<file path="src/design/fpc_pkg.sv">
// Shared types and constants for the frustum plane classifier.
`timescale 1ns / 1ps
package fpc_pkg;

  localparam int PLANE_COUNT   = 6;
  localparam int PLANE_W       = 64;
  localparam int COORD_W       = 16;
  localparam int PACK_W        = 48;
  localparam int CFG_IDX_W     = 3;
  localparam int QUEUE_DEPTH_D = 8;
  // Number of register stages in the arithmetic pipe.
  localparam int FRONT_STAGES  = 4;

  typedef enum logic [1:0] {
    CLS_BACK     = 2'd0,
    CLS_FRONT    = 2'd1,
    CLS_ON_PLANE = 2'd2,
    CLS_SPANNING = 2'd3
  } cls_t;

  typedef enum logic {
    OP_POINT = 1'b0,
    OP_BOX   = 1'b1
  } op_t;

  // Per-plane verdicts handed from the arithmetic pipe to the resolver.
  typedef struct packed {
    op_t                    op;
    logic [PLANE_COUNT-1:0] dist_zero;
    logic [PLANE_COUNT-1:0] dist_neg;
    logic [PLANE_COUNT-1:0] box_back;
  } entry_t;

endpackage

</file>
<file path="src/design/fpc_queue.sv">
// Small FIFO between the arithmetic pipe and the resolver.
`timescale 1ns / 1ps
module fpc_queue
  import fpc_pkg::*;
#(
  parameter int DEPTH = QUEUE_DEPTH_D
) (
  input  logic                       clk,
  input  logic                       rst_n,
  input  logic                       push,
  input  entry_t                     push_entry,
  input  logic                       pop,
  output logic                       not_empty,
  output entry_t                     head,
  output logic [$clog2(DEPTH+1)-1:0] count
);

  localparam int PW = (DEPTH > 1) ? $clog2(DEPTH) : 1;

  entry_t                     slot_r [DEPTH];
  logic [PW-1:0]              wr_r, wr_nxt, rd_r, rd_nxt;
  logic [$clog2(DEPTH+1)-1:0] cnt_r, cnt_nxt;

  // Advance pointers with wrap
  always_comb begin
    wr_nxt  = wr_r;
    rd_nxt  = rd_r;
    cnt_nxt = cnt_r;
    if (push) begin
      wr_nxt = (wr_r == PW'(DEPTH-1)) ? '0 : wr_r + 1'b1;
    end
    if (pop) begin
      rd_nxt = (rd_r == PW'(DEPTH-1)) ? '0 : rd_r + 1'b1;
    end
    if (push && !pop) begin
      cnt_nxt = cnt_r + 1'b1;
    end else if (pop && !push) begin
      cnt_nxt = cnt_r - 1'b1;
    end
  end

  always_ff @(posedge clk) begin
    if (!rst_n) begin
      wr_r  <= '0;
      rd_r  <= '0;
      cnt_r <= '0;
    end else begin
      wr_r  <= wr_nxt;
      rd_r  <= rd_nxt;
      cnt_r <= cnt_nxt;
    end
  end

  always_ff @(posedge clk) begin
    if (push) begin
      slot_r[wr_r] <= push_entry;
    end
  end

  assign head      = slot_r[rd_r];
  assign not_empty = (cnt_r != '0);
  assign count     = cnt_r;

endmodule

</file>
<file path="config.mk">
export PLATFORM = sky130hd
export DESIGN_NAME = fpc_queue
export DESIGN_NICKNAME = d
export VERILOG_FILES = /design/src/design/fpc_pkg.sv /design/src/design/fpc_queue.sv
export SDC_FILE = /design/constraint.sdc
export NUM_CORES = 1
export LEC_CHECK = 0
export BUFFER_PORTS_ARGS = -buffer_cell sky130_fd_sc_hd__buf_2
export CORE_MARGIN = 2
export CORE_UTILIZATION = 50
export DETAILED_ROUTE_END_ITERATION = 12
export GPL_ROUTABILITY_DRIVEN = 0
export PLACE_DENSITY = 0.74
export SYNTH_ARGS = -nofsm -noshare
export SYNTH_HDL_FRONTEND = slang
export SYNTH_SLANG_ARGS = --single-unit
</file>
<file path="constraint.sdc">
create_clock -name clk -period 4.2 [get_ports clk]
set_input_delay 0.84 -clock clk [delete_from_list [all_inputs] [get_ports clk]]
set_output_delay 0.84 -clock clk [all_outputs]
set_load 0.02 [all_outputs]
</file>
==> results_dict.tcl <==
set metrics [dict create \
    status "finished, final reports clean" \
    r2r_setup_slack_ns 2.29 \
    grt_pass1_wl_microns 16800 \
    async_flop_share_pct 0 \
    htreeDepth 4 \
    numPortBuffers 46 \
    cts_made_buffers 17 \
    cap_violations 0 \
    skew_ns 0.00754 \
    antenna_left 0 \
    setup_viol 0 \
    totalWireLength_microns 10700 \
    antenna_found_initial 1 \
    rows 41 \
    postCtsSetupBuffers 0 \
    reg2reg_from "wr_r[0]" \
    initial_core_util_pct 51.3 \
    synthCells 292 \
    nNetsFinal 387 \
    post-route-min-period_ns 3.24 \
    grt_use_met3_pct 4.80 \
    first_global_vias 3093 \
    whs_path_depth 2 \
    grt_usage_pct 16.5 \
    slew_headroom_pct 51.9 \
    fmax_mhz 309 \
    syn_area_sq_um 6470 \
    ctsHoldBuffers 0 \
    via_count 2945 \
    ys_types 28 \
    grt_max_degree 39 \
    hold_class "reg2reg" \
    layout-area-overhead-vs-synth_pct 17.1 \
    globalRoute.busiestLayer "met2" \
    viasPerCell 5.43 \
    die_h_microns 118 \
    end_kind "output pin" \
    cts.sinks 165 \
    first_pass_iters 4 \
    ys_ff_latch 165 \
    ff2ff_path_depth 3 \
    cp_max_fo 23 \
    tightest_slew_ns 0.718 \
    drive_above_1_share_pct 39.0 \
    cts_tree "built" \
    syn_nets 323 \
    place_hpwl_microns 6180 \
    clk_pin_slew_ns 0.06 \
    startpoint_type "flop" \
    initialDrtViolationCount 228 \
    grt_remaining_overflow 0 \
    clock_latency_ns 0.41 \
    io_pins 47 \
    hold_violations 0 \
    die_area_sq_um 13900 \
    avgSynthCellArea_sq_um 22.2 \
    final.setup.tns_ns 0 \
    gr-usage-met1_pct 21.7 \
    p_leak_nw 2.60 \
    ys_seq_area_share_pct 74.5 \
    hold_path_end "count[3]" \
    final_cells 542 \
    cp.required_ns 3.36 \
    clk_path_buf_depth 2 \
    worst_hold_startpoint "count[3]" \
    ir_drop_uv 273 \
    synth_edf_count 152 \
    cp.arrival_ns 2.40 \
    clock-root-buffer "clkbuf_16" \
    fill_cells 912 \
    fin_util_pct 60.1 \
    grt_setup_unrepaired "no" \
    drc_errors 0 \
    detail_route.wl_per_cell_microns 19.8 \
    r2r_end "slot_r[0][11]" \
    synth_warnings 0 \
    slew_viol_final 0 \
    worst-setup-path-type "reg2out" \
    finalCritPeriodShare_pct 77.1 \
    synth_ff_type "edfxtp_1" \
    cts_resized 0 \
    place_inst 509 \
    core_sq_um 12600 \
    p_per_area_nw_per_um2 492 \
    die_w_microns 118 \
    grt_use_met2_pct 26.8 \
]
cell type report:
class	count	area (sq um)	share of cell area (%)
diodes	1	2.50	0.0330
clock buffers	25	583	7.69
clock inverters	7	46.3	0.611
inverters	3	11.3	0.149
multi-input cells	112	1570	20.7
flip-flops and latches	165	4830	63.7
well taps	172	215	2.84
repair buffers	57	325	4.29
power breakdown:
group          total [mW]  leakage, nW  internal (mW)  switching (mW)
registers            1.86         1.49           1.84          0.0235
logic               0.303        0.793          0.145           0.158
clock network        1.56        0.315          0.971           0.593
layer usage:
| layer | vias to the layer above | routed length (microns) |
|---|---|---|
| met3 | 12 | 564 |
| met1 | 1521 | 4520 |
| li1 | 1336 | - |
| met4 | 0 | 127 |
| met2 | 76 | 5520 |
| met5 | - | 0 |
flip-flops by register name, summed over array words and instances (netlist names), named ones only:
signal	count
wr_r	3
rd_r	3
count	4
slot_r	152
synth_stat cells (2+ instances only):
cell | count | share of area, %
nand2_1 | 7 | 0.41
buf_2 | 6 | 0.46
xnor2_1 | 2 | 0.27
mux2i_1 | 4 | 0.62
buf_12 | 2 | 0.62
edfxtp_1 | 152 | 70
inv_1 | 3 | 0.17
o21ai_0 | 2 | 0.15
mux4_1 | 9 | 3.7
mux2_4 | 18 | 4.2
nor2_1 | 8 | 0.46
clkbuf_1 | 3 | 0.17
nor2b_1 | 5 | 0.48
nand2b_1 | 4 | 0.39
and2_1 | 4 | 0.39
ha_1 | 7 | 1.4
dfxtp_1 | 13 | 4.0
nor3_1 | 3 | 0.23
mux4_2 | 29 | 10
a21oi_1 | 3 | 0.23
layout by cell type (no fill, tap or decap):
| cell | count |
|---|---|
| edfxtp_1 | 152 |
| buf_2 | 46 |
| mux4_2 | 29 |
| clkbuf_16 | 23 |
| mux2_4 | 18 |
| dfxtp_1 | 12 |
| buf_4 | 10 |
| mux4_1 | 9 |
| nand2_1 | 7 |
| ha_1 | 7 |
| nor2_2 | 6 |
| nor2b_1 | 5 |
| nand2b_1 | 4 |
| and2_1 | 4 |
| mux2i_1 | 4 |
| inv_1 | 3 |
| a21oi_1 | 3 |
| inv_4 | 3 |
| nor3_2 | 2 |
| xnor2_1 | 2 |
| o21ai_0 | 2 |
| nor2_1 | 2 |
| clkinv_4 | 2 |
| clkbuf_1 | 2 |
| clkinv_2 | 2 |
| diode_2 | 1 |
| mux2_2 | 1 |
| or4_1 | 1 |
| o22ai_1 | 1 |
| nor3_1 | 1 |
| nand3_1 | 1 |
| a211oi_1 | 1 |
| a31oi_1 | 1 |
| fa_1 | 1 |
| dfxtp_2 | 1 |
| buf_12 | 1 |
worst max path at each step:
| stage | start | endpoint | slack, ns | depth (start not counted) |
|---|---|---|---|---|
| after floorplan | push | slot_r[0][0] | 1.50 | 2 |
| after global placement | flop | head[7] | 1.36 | 4 |
| after detailed placement | flop | head[7] | 1.32 | 4 |
| after CTS | flop | head[7] | 0.89 | 4 |
| after global routing | flop | head[1] | 0.82 | 4 |
| final | flop | head[7] | 0.96 | 4 |
stage by stage:
step | cell area [sq um] | hold WS, ns | power, mW | setup WS (ns)
3_5_place_dp | 6950 | 0.480 | 2.20 | 1.32
5_1_grt | 7580 | 0.522 | 3.86 | 0.818
6_report | 7580 | 0.489 | 3.73 | 0.962
3_3_place_gp | 6950 | 0.470 | 2.19 | 1.36
2_1_floorplan | 6470 | 0.513 | 2.11 | 1.50
4_1_cts | 7580 | 0.491 | 3.77 | 0.894
cells by family after synthesis:
kind of cell | after synthesis | synth area share, %
buffers and inverters | 15 | 1.60
XOR/XNOR | 2 | 0.271
AO/OA/AOI/OAI | 8 | 0.696
adder cells (fa/ha/maj) | 8 | 1.66
multiplexers | 61 | 18.7
flip-flops | 165 | 74.5
AND/OR/NAND/NOR | 33 | 2.55
critical path, cell delays in order, from the launching register on:
cell and delay, ns:
dfxtp_2 0.67, buf_12 0.28, mux4_1 0.57, mux2_4 0.27, buf_2 0.16
Power figures use the tool's default switching activity.
