<file path="src/design/fpc_pkg.sv">
// Shared types and constants for the frustum plane classifier.
`timescale 1ns / 1ps
package fpc_pkg;

  localparam int PLANE_COUNT   = 6;
  localparam int PLANE_W       = 64;
  localparam int COORD_W       = 16;
  localparam int PACK_W        = 48;
  localparam int CFG_IDX_W     = 3;
  localparam int QUEUE_DEPTH_D = 8;
  // Number of register stages in the arithmetic pipe.
  localparam int FRONT_STAGES  = 4;

  typedef enum logic [1:0] {
    CLS_BACK     = 2'd0,
    CLS_FRONT    = 2'd1,
    CLS_ON_PLANE = 2'd2,
    CLS_SPANNING = 2'd3
  } cls_t;

  typedef enum logic {
    OP_POINT = 1'b0,
    OP_BOX   = 1'b1
  } op_t;

  // Per-plane verdicts handed from the arithmetic pipe to the resolver.
  typedef struct packed {
    op_t                    op;
    logic [PLANE_COUNT-1:0] dist_zero;
    logic [PLANE_COUNT-1:0] dist_neg;
    logic [PLANE_COUNT-1:0] box_back;
  } entry_t;

endpackage

</file>
<file path="src/design/fpc_back.sv">
// Resolver: picks the class from per-plane flags and holds the result register.
`timescale 1ns / 1ps
module fpc_back
  import fpc_pkg::*;
(
  input  logic       clk,
  input  logic       rst_n,
  input  logic       not_empty,
  input  entry_t     head,
  output logic       pop,
  output logic       out_valid,
  input  logic       out_stall,
  output logic [1:0] out_position_class
);

  logic out_valid_r;
  cls_t cls_r, cls_nxt;

  // First plane that stops the point test decides; any rejecting plane culls the box
  always_comb begin
    cls_nxt = CLS_BACK;
    unique case (head.op)
      OP_POINT: begin
        cls_nxt = CLS_BACK;
        for (int p = PLANE_COUNT-1; p >= 0; p--) begin
          if (head.dist_zero[p]) begin
            cls_nxt = CLS_ON_PLANE;
          end else if (head.dist_neg[p]) begin
            cls_nxt = CLS_FRONT;
          end
        end
      end
      OP_BOX: begin
        cls_nxt = (head.box_back != '0) ? CLS_BACK : CLS_SPANNING;
      end
      default: cls_nxt = CLS_BACK;
    endcase
  end

  assign pop = not_empty && (!out_valid_r || !out_stall);

  always_ff @(posedge clk) begin
    if (!rst_n) begin
      out_valid_r <= 1'b0;
    end else if (pop) begin
      out_valid_r <= 1'b1;
    end else if (!out_stall) begin
      out_valid_r <= 1'b0;
    end
  end

  always_ff @(posedge clk) begin
    if (pop) begin
      cls_r <= cls_nxt;
    end
  end

  assign out_valid          = out_valid_r;
  assign out_position_class = cls_r;

endmodule

</file>
<file path="config.mk">
export PLATFORM = sky130hd
export DESIGN_NAME = fpc_back
export DESIGN_NICKNAME = d
export VERILOG_FILES = /design/src/design/fpc_pkg.sv /design/src/design/fpc_back.sv
export SDC_FILE = /design/constraint.sdc
export NUM_CORES = 1
export LEC_CHECK = 0
export BUFFER_PORTS_ARGS = -buffer_cell sky130_fd_sc_hd__buf_4
export CELL_PAD_IN_SITES_DETAIL_PLACEMENT = 0
export CELL_PAD_IN_SITES_GLOBAL_PLACEMENT = 2
export CORE_AREA = 2 2 43 45
export CTS_BUF_LIST = sky130_fd_sc_hd__clkbuf_16
export DETAILED_ROUTE_END_ITERATION = 6
export DIE_AREA = 0 0 45 47
export PLACE_DENSITY = 0.81
export SLEW_MARGIN = 20
export SYNTH_ARGS = -nofsm -noshare
export SYNTH_HDL_FRONTEND = slang
export SYNTH_SLANG_ARGS = --single-unit
</file>
<file path="constraint.sdc">
create_clock -name clk -period 2.45 [get_ports clk]
set_input_delay 0.1225 -clock clk [delete_from_list [all_inputs] [get_ports clk]]
set_output_delay 0.1225 -clock clk [all_outputs]
set_load 0.05 [all_outputs]
</file>
==> reports/metrics.yaml, run 1 <==
yosys:
  ys_types: 18
  ys_ff_latch: 3
  ys_seq_area_share_pct: 39.5
  synth_edf_count: 2
  synthCells: 21
  synth_flop_cell: "edfxtp_1"
  synth_common_cells: "2 x edfxtp_1, 2 x inv_1, 2 x nor2b_1"
  synth_area_leaders: "edfxtp_1 30%, dfxtp_1 9.9%, nor2b_1 6.2%, o31ai_2 6.2%, o41a_1 5.6%"
  synthArstFlopShare_pct: 0
  ys_warn_count: 0
  synth_top_area_share_pct: 29.6
  syn_area_per_cell_sq_um: 9.65
  synth_area_sq_um: 203
  syn_nets: 44
  synth_top_area_cell: "edfxtp_1"
clock_network:
  postCtsResizedCells: 0
  clockRootBuffer: "clkbuf_16"
  clockBufferDepth: 2
  hold_buffers: 0
  clk_latency_ns: 0.22
  post_cts_buffers: 0
  cts_buffers: 3
  clk_pin_slew_ns: 0.03
  cts_max_level: 1
  cts_tree: "done"
  cts_num_sinks: 3
finish:
  regArea_sq_um: 80.1
  area_growth_pct: 146
  fill_cells: 187
  fin_nets: 75
  layout-drive-gt1-share_pct: 60.8
  multi_input_area_sq_um: 115
  num_antenna_cells: 0
  final_util_pct: 30.2
floorplan:
  die_height_microns: 47
  pin_count: 27
  coreArea_sq_mm: 0.00165
  dieArea_sq_mm: 0.00212
  initial_core_util_pct: 12.3
  die_x_microns: 45
  rows: 15
setup_path:
  r2r_end: "out_position_class[0]"
  critPathLaunchType: "flop"
  crit_path_end_kind: "primary output"
  slowest_stage: "a21boi_0"
  r2r_slack_ns: 1.43
  reg2regPathDepth: 1
  arrival_ns: 1.17
  path_buf_inv: 1
  critical_path_class: "flop to primary output"
  critical_path.top_delay_family: "compound AO/OA/AOI/OAI gates"
  worst_r2r_startpoint: "out_valid"
  critical_path.max_fanout: 3
  worstPathRequired_ns: 2.33
  cpPeakStageDelay_ns: 0.36
  crit_chain: "a21boi_0 -> buf_4"
detailed_routing:
  vias_per_cell: 4.13
  route.detailed.drc: 0
  first_pass_iters: 1
  drtIter0Drc: 0
  wl_per_cell_microns: 8.60
  dr_total_vias: 281
  postRouteAntennaNets: 0
  routed_wl_microns: 585
global_routing:
  grt_max_degree: 4
  gr-usage-all-layers_pct: 6.38
  antenna_found_initial: 0
  grt_pass1_wl_microns: 848
  overflow: 0
  grt_pass1_vias: 214
timing:
  hold_viol: 0
  tightest_slew_ns: 0.423
  slew_headroom_pct: 71.5
  fin_setup_tns_ns: 0
  setup_viol: 0
  rsz0062_at_grt: "false"
  fmax_mhz: 773
  finClkSkew_ns: 0.00321
  slew_viol_final: 0
  finalCriticalPeriod_ns: 1.29
  period_share_pct: 52.8
pwr:
  sw_frac_of_total_pct: 19.4
  p_seq_share_pct: 15.9
  internal_power_mw: 0.304
  power_frac_comb_pct: 17.4
  ir_worst_vdd_uv: 344
  total_power_mw: 0.377
  p_leak_nw: 0.239
  powerDensity_mw_per_mm2: 756
  p_sw_mw: 0.0730
  pwr-share-clk_pct: 66.8
worst_hold_path:
  hold_depth: 2
  worstHoldEndpoint: "out_valid"
  hold_path_class: "primary input to flop"
  hold_path_startpoint: "rst_n"
run:
  max-cap-violations: 0
run_status:
  outcome: "finished, final reports clean"
placed_design:
  gp_congestion: 0.615
  portBuffers: 26
[cell usage in the layout, fill, tap and decap left out]
cell,netlist,final
buf_4,0,26
inv_1,2,3
clkbuf_16,0,3
nor2b_1,2,2
edfxtp_1,2,2
a21boi_0,1,1
nand2b_1,1,1
nor2_1,1,1
a221oi_1,1,1
o21bai_1,1,1
o41a_1,1,1
or4_4,1,1
o31ai_2,1,1
nor4_1,1,1
nor3_1,1,1
nand2_1,1,1
o21ai_1,1,1
a22o_1,1,1
a21oi_1,1,1
dfxtp_1,1,1
[state kept, by name, summed over array words and instances (netlist names)]
| signal | cells |
|---|---|
| out_position_class | 2 |
| out_valid | 1 |
[power by group through the flow]
stage	sequential (mW)	clock [mW]	combinational, mW
after floorplan	0.0731	0	0.0162
after global placement	0.0604	0	0.0660
after detailed placement	0.0605	0	0.0663
after CTS	0.0599	0.257	0.0664
after global routing	0.0601	0.260	0.0703
final	0.0598	0.251	0.0654
[stage by stage]
step	cells	setup WS, ns	cell area, sq um	hold slack [ns]
CTS	68	1.12	498	0.115
floorplan	21	0.224	203	0.251
detailed placement	64	1.17	419	0.346
global route	68	1.05	498	0.121
finish	68	1.16	498	0.115
global placement	64	1.18	419	0.343
[final cells by class]
type                            count  share of cell area [%]
Clock inverter                      1                   0.754
Timing Repair Buffer               26                    39.2
Multi-Input combinational cell     16                    23.1
Inverter                            2                    1.51
Sequential cell                     3                    16.1
Clock buffer                        3                    15.1
Tap cell                           17                    4.27
[cells by family after synthesis]
family / share of synthesized area (%)
compound gates: 32.7
buf+inv: 3.71
flops: 39.5
simple gates: 24.1
[layer usage]
metal | wire, microns | GRT usage, % | share of wire [%] | up-vias
li1 | - | - | - | 142
met1 | 205 | 5.76 | 35 | 112
met2 | 217 | 8.00 | 37 | 23
met3 | 143 | 5.77 | 24 | 4
met4 | 18 | 7.06 | 3.1 | 0
met5 | 0 | 0 | 0 | -
[worst max path at each step]
stage                   start               endpoint  depth (start not counted)
floorplan           out_valid  out_position_class[0]                          1
global placement      head[9]  out_position_class[0]                          4
detailed placement    head[9]  out_position_class[0]                          4
CTS                 out_valid                    pop                          2
global route        out_valid                    pop                          2
finish              out_valid                    pop                          2
No activity file was read; power rests on OpenSTA's default activity.
==> run 2, diff against run 1 <==
--- a/config.mk
+++ b/config.mk
@@ -5,14 +5,15 @@
 export SDC_FILE = /design/constraint.sdc
 export NUM_CORES = 1
 export LEC_CHECK = 0
+export ABC_AREA = 1
 export BUFFER_PORTS_ARGS = -buffer_cell sky130_fd_sc_hd__buf_4
 export CELL_PAD_IN_SITES_DETAIL_PLACEMENT = 0
 export CELL_PAD_IN_SITES_GLOBAL_PLACEMENT = 2
-export CORE_AREA = 2 2 43 45
+export CORE_AREA = 2 2 47 49
 export CTS_BUF_LIST = sky130_fd_sc_hd__clkbuf_16
 export DETAILED_ROUTE_END_ITERATION = 6
-export DIE_AREA = 0 0 45 47
-export PLACE_DENSITY = 0.81
+export DIE_AREA = 0 0 49 51
+export PLACE_DENSITY = 0.78
 export SLEW_MARGIN = 20
 export SYNTH_ARGS = -nofsm -noshare
 export SYNTH_HDL_FRONTEND = slang
==> constraint.sdc (replaced) <==
create_clock -name clk -period 1.3 [get_ports clk]
set_input_delay 0.065 -clock clk [delete_from_list [all_inputs] [get_ports clk]]
set_output_delay 0.065 -clock clk [all_outputs]
set_load 0.05 [all_outputs]
==> reports/metrics.yaml, run 2 <==
run_status:
  outcome: "finished, final reports clean"
pwr:
  power_frac_comb_pct: 18.3
  sw_frac_of_total_pct: 20.3
  internal_power_mw: 0.573
  pwr-share-clk_pct: 66.0
  p_seq_share_pct: 15.8
  powerDensity_mw_per_mm2: 1310
  total_power_mw: 0.719
  ir_worst_vdd_uv: 484
  p_leak_nw: 0.297
  p_sw_mw: 0.146
setup_path:
  arrival_ns: 0.94
  reg2regPathDepth: 1
  worstPathRequired_ns: 1.24
  r2r_slack_ns: 0.50
  critPathLaunchType: "flop"
  crit_path_end_kind: "primary output"
  critical_path_class: "flop to primary output"
  critical_path.max_fanout: 3
finish:
  layout_commonest_cell: "buf_4"
  num_antenna_cells: 0
  most-common-layout-cells: "26 x buf_4, 14 x nand2_1, 8 x inv_1"
  final_util_pct: 26.6
  largest_register_ffs: 2
  area_growth_pct: 141
  layout-drive-gt1-share_pct: 50.8
  fill_cells: 227
  fin_nets: 89
clock_network:
  clockBufferDepth: 2
  clockRootBuffer: "clkbuf_16"
  cts_tree: "done"
  post_cts_buffers: 0
  cts_max_level: 1
  hold_buffers: 0
  clk_pin_slew_ns: 0.03
  postCtsResizedCells: 0
  cts_buffers: 3
  cts_num_sinks: 3
  clk_latency_ns: 0.22
yosys:
  synthArstFlopShare_pct: 0
  yosysMostFrequentCell: "nand2_1"
  synthCells: 35
  synth_edf_count: 2
  synth_area_sq_um: 228
  synth_common_cells: "14 x nand2_1, 7 x inv_1, 2 x edfxtp_1, 2 x inv_2, 2 x nor3_1"
  syn_nets: 58
  syn_area_per_cell_sq_um: 6.51
  ys_warn_count: 0
  ys_ff_latch: 3
  synth_flop_cell: "edfxtp_1"
  synth_top_area_cell: "edfxtp_1"
  ys_types: 13
  synth_top_area_share_pct: 26.4
  synth_area_leaders: "edfxtp_1 26%, nand2_1 23%, inv_1 12%, dfxtp_1 8.8%, a21oi_4 7.1%"
  ys_seq_area_share_pct: 35.2
timing:
  rsz0062_at_grt: "false"
  slew_headroom_pct: 84.8
  timing.final.ws_setup_ns: 0.295
  finClkSkew_ns: 0.000633
  fin_setup_tns_ns: 0
  finalCriticalPeriod_ns: 1.01
  slew_viol_final: 0
  fmax_mhz: 995
  holdWs_ns: 0.112
  period_share_pct: 77.3
  setup_viol: 0
  hold_viol: 0
  tightest_slew_ns: 0.226
detailed_routing:
  first_pass_iters: 3
  postRouteAntennaNets: 0
  drtIter0Drc: 2
  route.detailed.drc: 0
  dr_total_vias: 300
  wl_per_cell_microns: 6.72
  vias_per_cell: 3.23
  routed_wl_microns: 625
floorplan:
  initial_core_util_pct: 11.0
  die_x_microns: 49
  dieArea_sq_mm: 0.00250
  coreArea_sq_mm: 0.00206
  pin_count: 27
  die_height_microns: 51
  rows: 17
worst_hold_path:
  hold_path_class: "primary input to flop"
  hold_depth: 2
global_routing:
  overflow: 0
  grt_pass1_vias: 261
  gr-usage-all-layers_pct: 5.14
  grt_pass1_wl_microns: 924
  antenna_found_initial: 0
  grt_max_degree: 4
placed_design:
  portBuffers: 26
  dpl_worst_slack_ns: 0.333
  dp_hpwl_microns: 547
  gp_congestion: 0.570
run:
  max-cap-violations: 0
[run 2: layout make-up]
| class | instances | area (sq um) | area share, % |
|---|---|---|---|
| Tap cell | 28 | 35.0 | 6.39 |
| Multi-Input combinational cell | 23 | 125 | 22.8 |
| Clock inverter | 1 | 3.75 | 0.685 |
| Inverter | 9 | 33.8 | 6.16 |
| Sequential cell | 3 | 80.1 | 14.6 |
| Clock buffer | 3 | 75.1 | 13.7 |
| Timing Repair Buffer | 26 | 195 | 35.6 |
[run 2: power by group through the flow]
stage / Clock, mW / Combinational (mW) / Sequential [mW]
after global placement: 0 / 0.132 / 0.115
after floorplan: 0 / 0.0378 / 0.138
after global routing: 0.491 / 0.142 / 0.114
after CTS: 0.479 / 0.133 / 0.114
after detailed placement: 0 / 0.133 / 0.115
final: 0.474 / 0.131 / 0.114
[run 2: per-layer routing]
| metal | GRT usage [%] | vias up | part of all wire [%] |
|---|---|---|---|
| met5 | 0 | - | 0 |
| met4 | 5.71 | 0 | 0 |
| met3 | 2.05 | 0 | 6.9 |
| met2 | 5.94 | 14 | 44 |
| met1 | 6.56 | 120 | 49 |
| li1 | - | 166 | - |
[run 2: cell families (layout without fill, tap and decap cells)]
logic type             after synthesis  count (layout)  synth area share (%)
DFF                                  3               3                  35.2
and+or+nand+nor                     20              20                  37.4
buffers and inverters                9              39                  14.8
AOI/OAI and AO/OA                    3               3                  12.6
[run 2: path summary, 6_finish.rpt]
| kind | to | start |
|---|---|---|
| setup / recovery | pop | out_valid |
| hold / removal | out_valid | rst_n |
| setup reg to reg | out_position_class[0] | out_valid |
| hold reg to reg | out_valid | out_valid |
[run 2: stage by stage]
step	cells	instance area, sq um
global route	93	548
floorplan	35	239
finish	93	548
CTS	93	548
detailed placement	89	469
global placement	89	469
[run 2: worst max-delay path: stages (launching register included)]
cell and delay, ns:
dfxtp_1 0.33, a21oi_4 0.16, buf_4 0.22
==> run 3, diff against run 2 <==
==> constraint.sdc (replaced) <==
create_clock -name clk -period 1 [get_ports clk]
set_input_delay 0.05 -clock clk [delete_from_list [all_inputs] [get_ports clk]]
set_output_delay 0.05 -clock clk [all_outputs]
set_load 0.05 [all_outputs]
==> reports/metrics.yaml, run 3 (same netlist as run 2, synthesis figures left out) <==
global_routing:
  gr-usage-all-layers_pct: 6.70
  antenna_found_initial: 0
  grt_pass1_wl_mm: 1.15
  grt_pass1_vias: 314
  overflow: 0
  grt_max_degree: 4
placed_design:
  place_area_sq_um: 473
  dpl_worst_slack_ns: 0.0500
  dp.cells: 89
  gp_congestion: 0.608
  portBuffers: 26
pwr:
  p_seq_share_pct: 15.6
  p_sw_mw: 0.196
  sw_frac_of_total_pct: 20.8
  total_power_mw: 0.943
  power_frac_comb_pct: 18.4
  internal_power_mw: 0.746
  pwr-share-clk_pct: 66.1
  powerDensity_mw_per_mm2: 1700
  p_leak_nw: 0.299
  ir_worst_vdd_uv: 495
finish:
  area_growth_pct: 144
  most-common-layout-cells: "25 x buf_4, 14 x nand2_1, 8 x inv_1"
  finalInstanceArea_sq_um: 556
  final_util_pct: 26.9
  fill_cells: 233
  fin_nets: 89
  layout_commonest_cell: "buf_4"
  layout-drive-gt1-share_pct: 52.3
  largest_register_ffs: 2
  num_antenna_cells: 0
  instances_no_fill: 93
timing:
  hold_viol: 0
  fmax_mhz: 1050
  slew_viol_final: 0
  setup_viol: 0
  finClkSkew_ns: 0.000211
  rsz0062_at_grt: "false"
  timing.final.ws_setup_ns: 0.0510
  tightest_slew_ns: 0.233
  finalCriticalPeriod_ns: 0.949
  period_share_pct: 94.9
  slew_headroom_pct: 84.3
detailed_routing:
  drtIter0Drc: 4
  routed_wl_microns: 675
  wl_per_cell_microns: 7.26
  first_pass_iters: 3
  route.detailed.drc: 0
  dr_total_vias: 318
  vias_per_cell: 3.42
  postRouteAntennaNets: 0
setup_path:
  critPathLaunchType: "flop"
  critical_path.max_fanout: 3
  reg2regPathDepth: 1
  r2r_end: "out_position_class[0]"
  crit_path_end_kind: "primary output"
  worstPathRequired_ns: 0.95
  arrival_ns: 0.90
  worst_r2r_startpoint: "out_valid"
  r2r_slack_ns: 0.20
  critical_path_class: "flop to primary output"
clock_network:
  clockBufferDepth: 2
  cts_num_sinks: 3
  cts_tree: "done"
  clk_pin_slew_ns: 0.03
  cts_buffers: 3
  cts_max_level: 1
  clk_latency_ns: 0.22
  post_cts_buffers: 0
  clockRootBuffer: "clkbuf_16"
floorplan:
  initial_core_util_pct: 11.0
  rows: 17
  die_x_microns: 49
  dieArea_sq_mm: 0.00250
  pin_count: 27
  coreArea_sq_mm: 0.00206
  die_height_microns: 51
run_status:
  outcome: "finished, final reports clean"
worst_hold_path:
  hold_depth: 2
  hold_path_class: "primary input to flop"
  worstHoldEndpoint: "out_valid"
  hold_path_startpoint: "rst_n"
run:
  max-cap-violations: 0
[run 3: power groups by stage]
stage          sequential [mW]  clock [mW]  combinational [mW]
6_report                 0.147       0.623               0.173
5_1_grt                  0.147       0.647               0.190
2_1_floorplan            0.179           0              0.0491
4_1_cts                  0.147       0.635               0.176
3_3_place_gp             0.148           0               0.172
3_5_place_dp             0.149           0               0.173
[run 3: what timing repair did]
item / CTS / global route
gates resized for setup: 1 / 0
hold buffers: 0 / 0
pin swaps: 0 / 1
setup endpoints to repair: 1 / 1
[run 3: through the flow]
stage | setup TNS [ns] | hold slack, ns
6_report | 0 | 0.0936
5_1_grt | 0 | 0.0932
4_1_cts | 0 | 0.0907
3_5_place_dp | 0 | 0.322
3_3_place_gp | 0 | 0.319
2_1_floorplan | -0.282 | 0.193
[run 3: worst max-delay path by stage]
stage	startpoint	endpoint	slack, ns	depth (start not counted)
detailed placement	head[9]	out_position_class[0]	0.05	6
floorplan	out_valid	out_position_class[0]	-0.14	1
finish	out_valid	pop	0.05	2
CTS	out_valid	pop	0.02	2
global placement	head[9]	out_position_class[0]	0.04	6
global route	out_valid	pop	0.02	2
[run 3: cell type report]
| class | count | area [sq um] | area share (%) |
|---|---|---|---|
| clock buffers | 3 | 75.1 | 13.5 |
| clock inverters | 1 | 3.75 | 0.676 |
| inverters | 9 | 33.8 | 6.08 |
| multi-input cells | 23 | 125 | 22.5 |
| flip-flops and latches | 3 | 83.8 | 15.1 |
| well taps | 28 | 35.0 | 6.31 |
| repair buffers | 26 | 199 | 35.8 |
[run 3: critical path, cell delays in order (launching register included)]
cell	delay [ns]
dfxtp_4	0.34
a21oi_4	0.16
buf_6	0.18
[run 3: per-layer routing]
metal | vias up | global-route usage [%] | routed length (microns)
met3 | 4 | 2.34 | 49
met1 | 131 | 6.21 | 262
li1 | 166 | - | -
met4 | 0 | 10.0 | 40
met2 | 17 | 9.82 | 323
met5 | - | 0 | 0
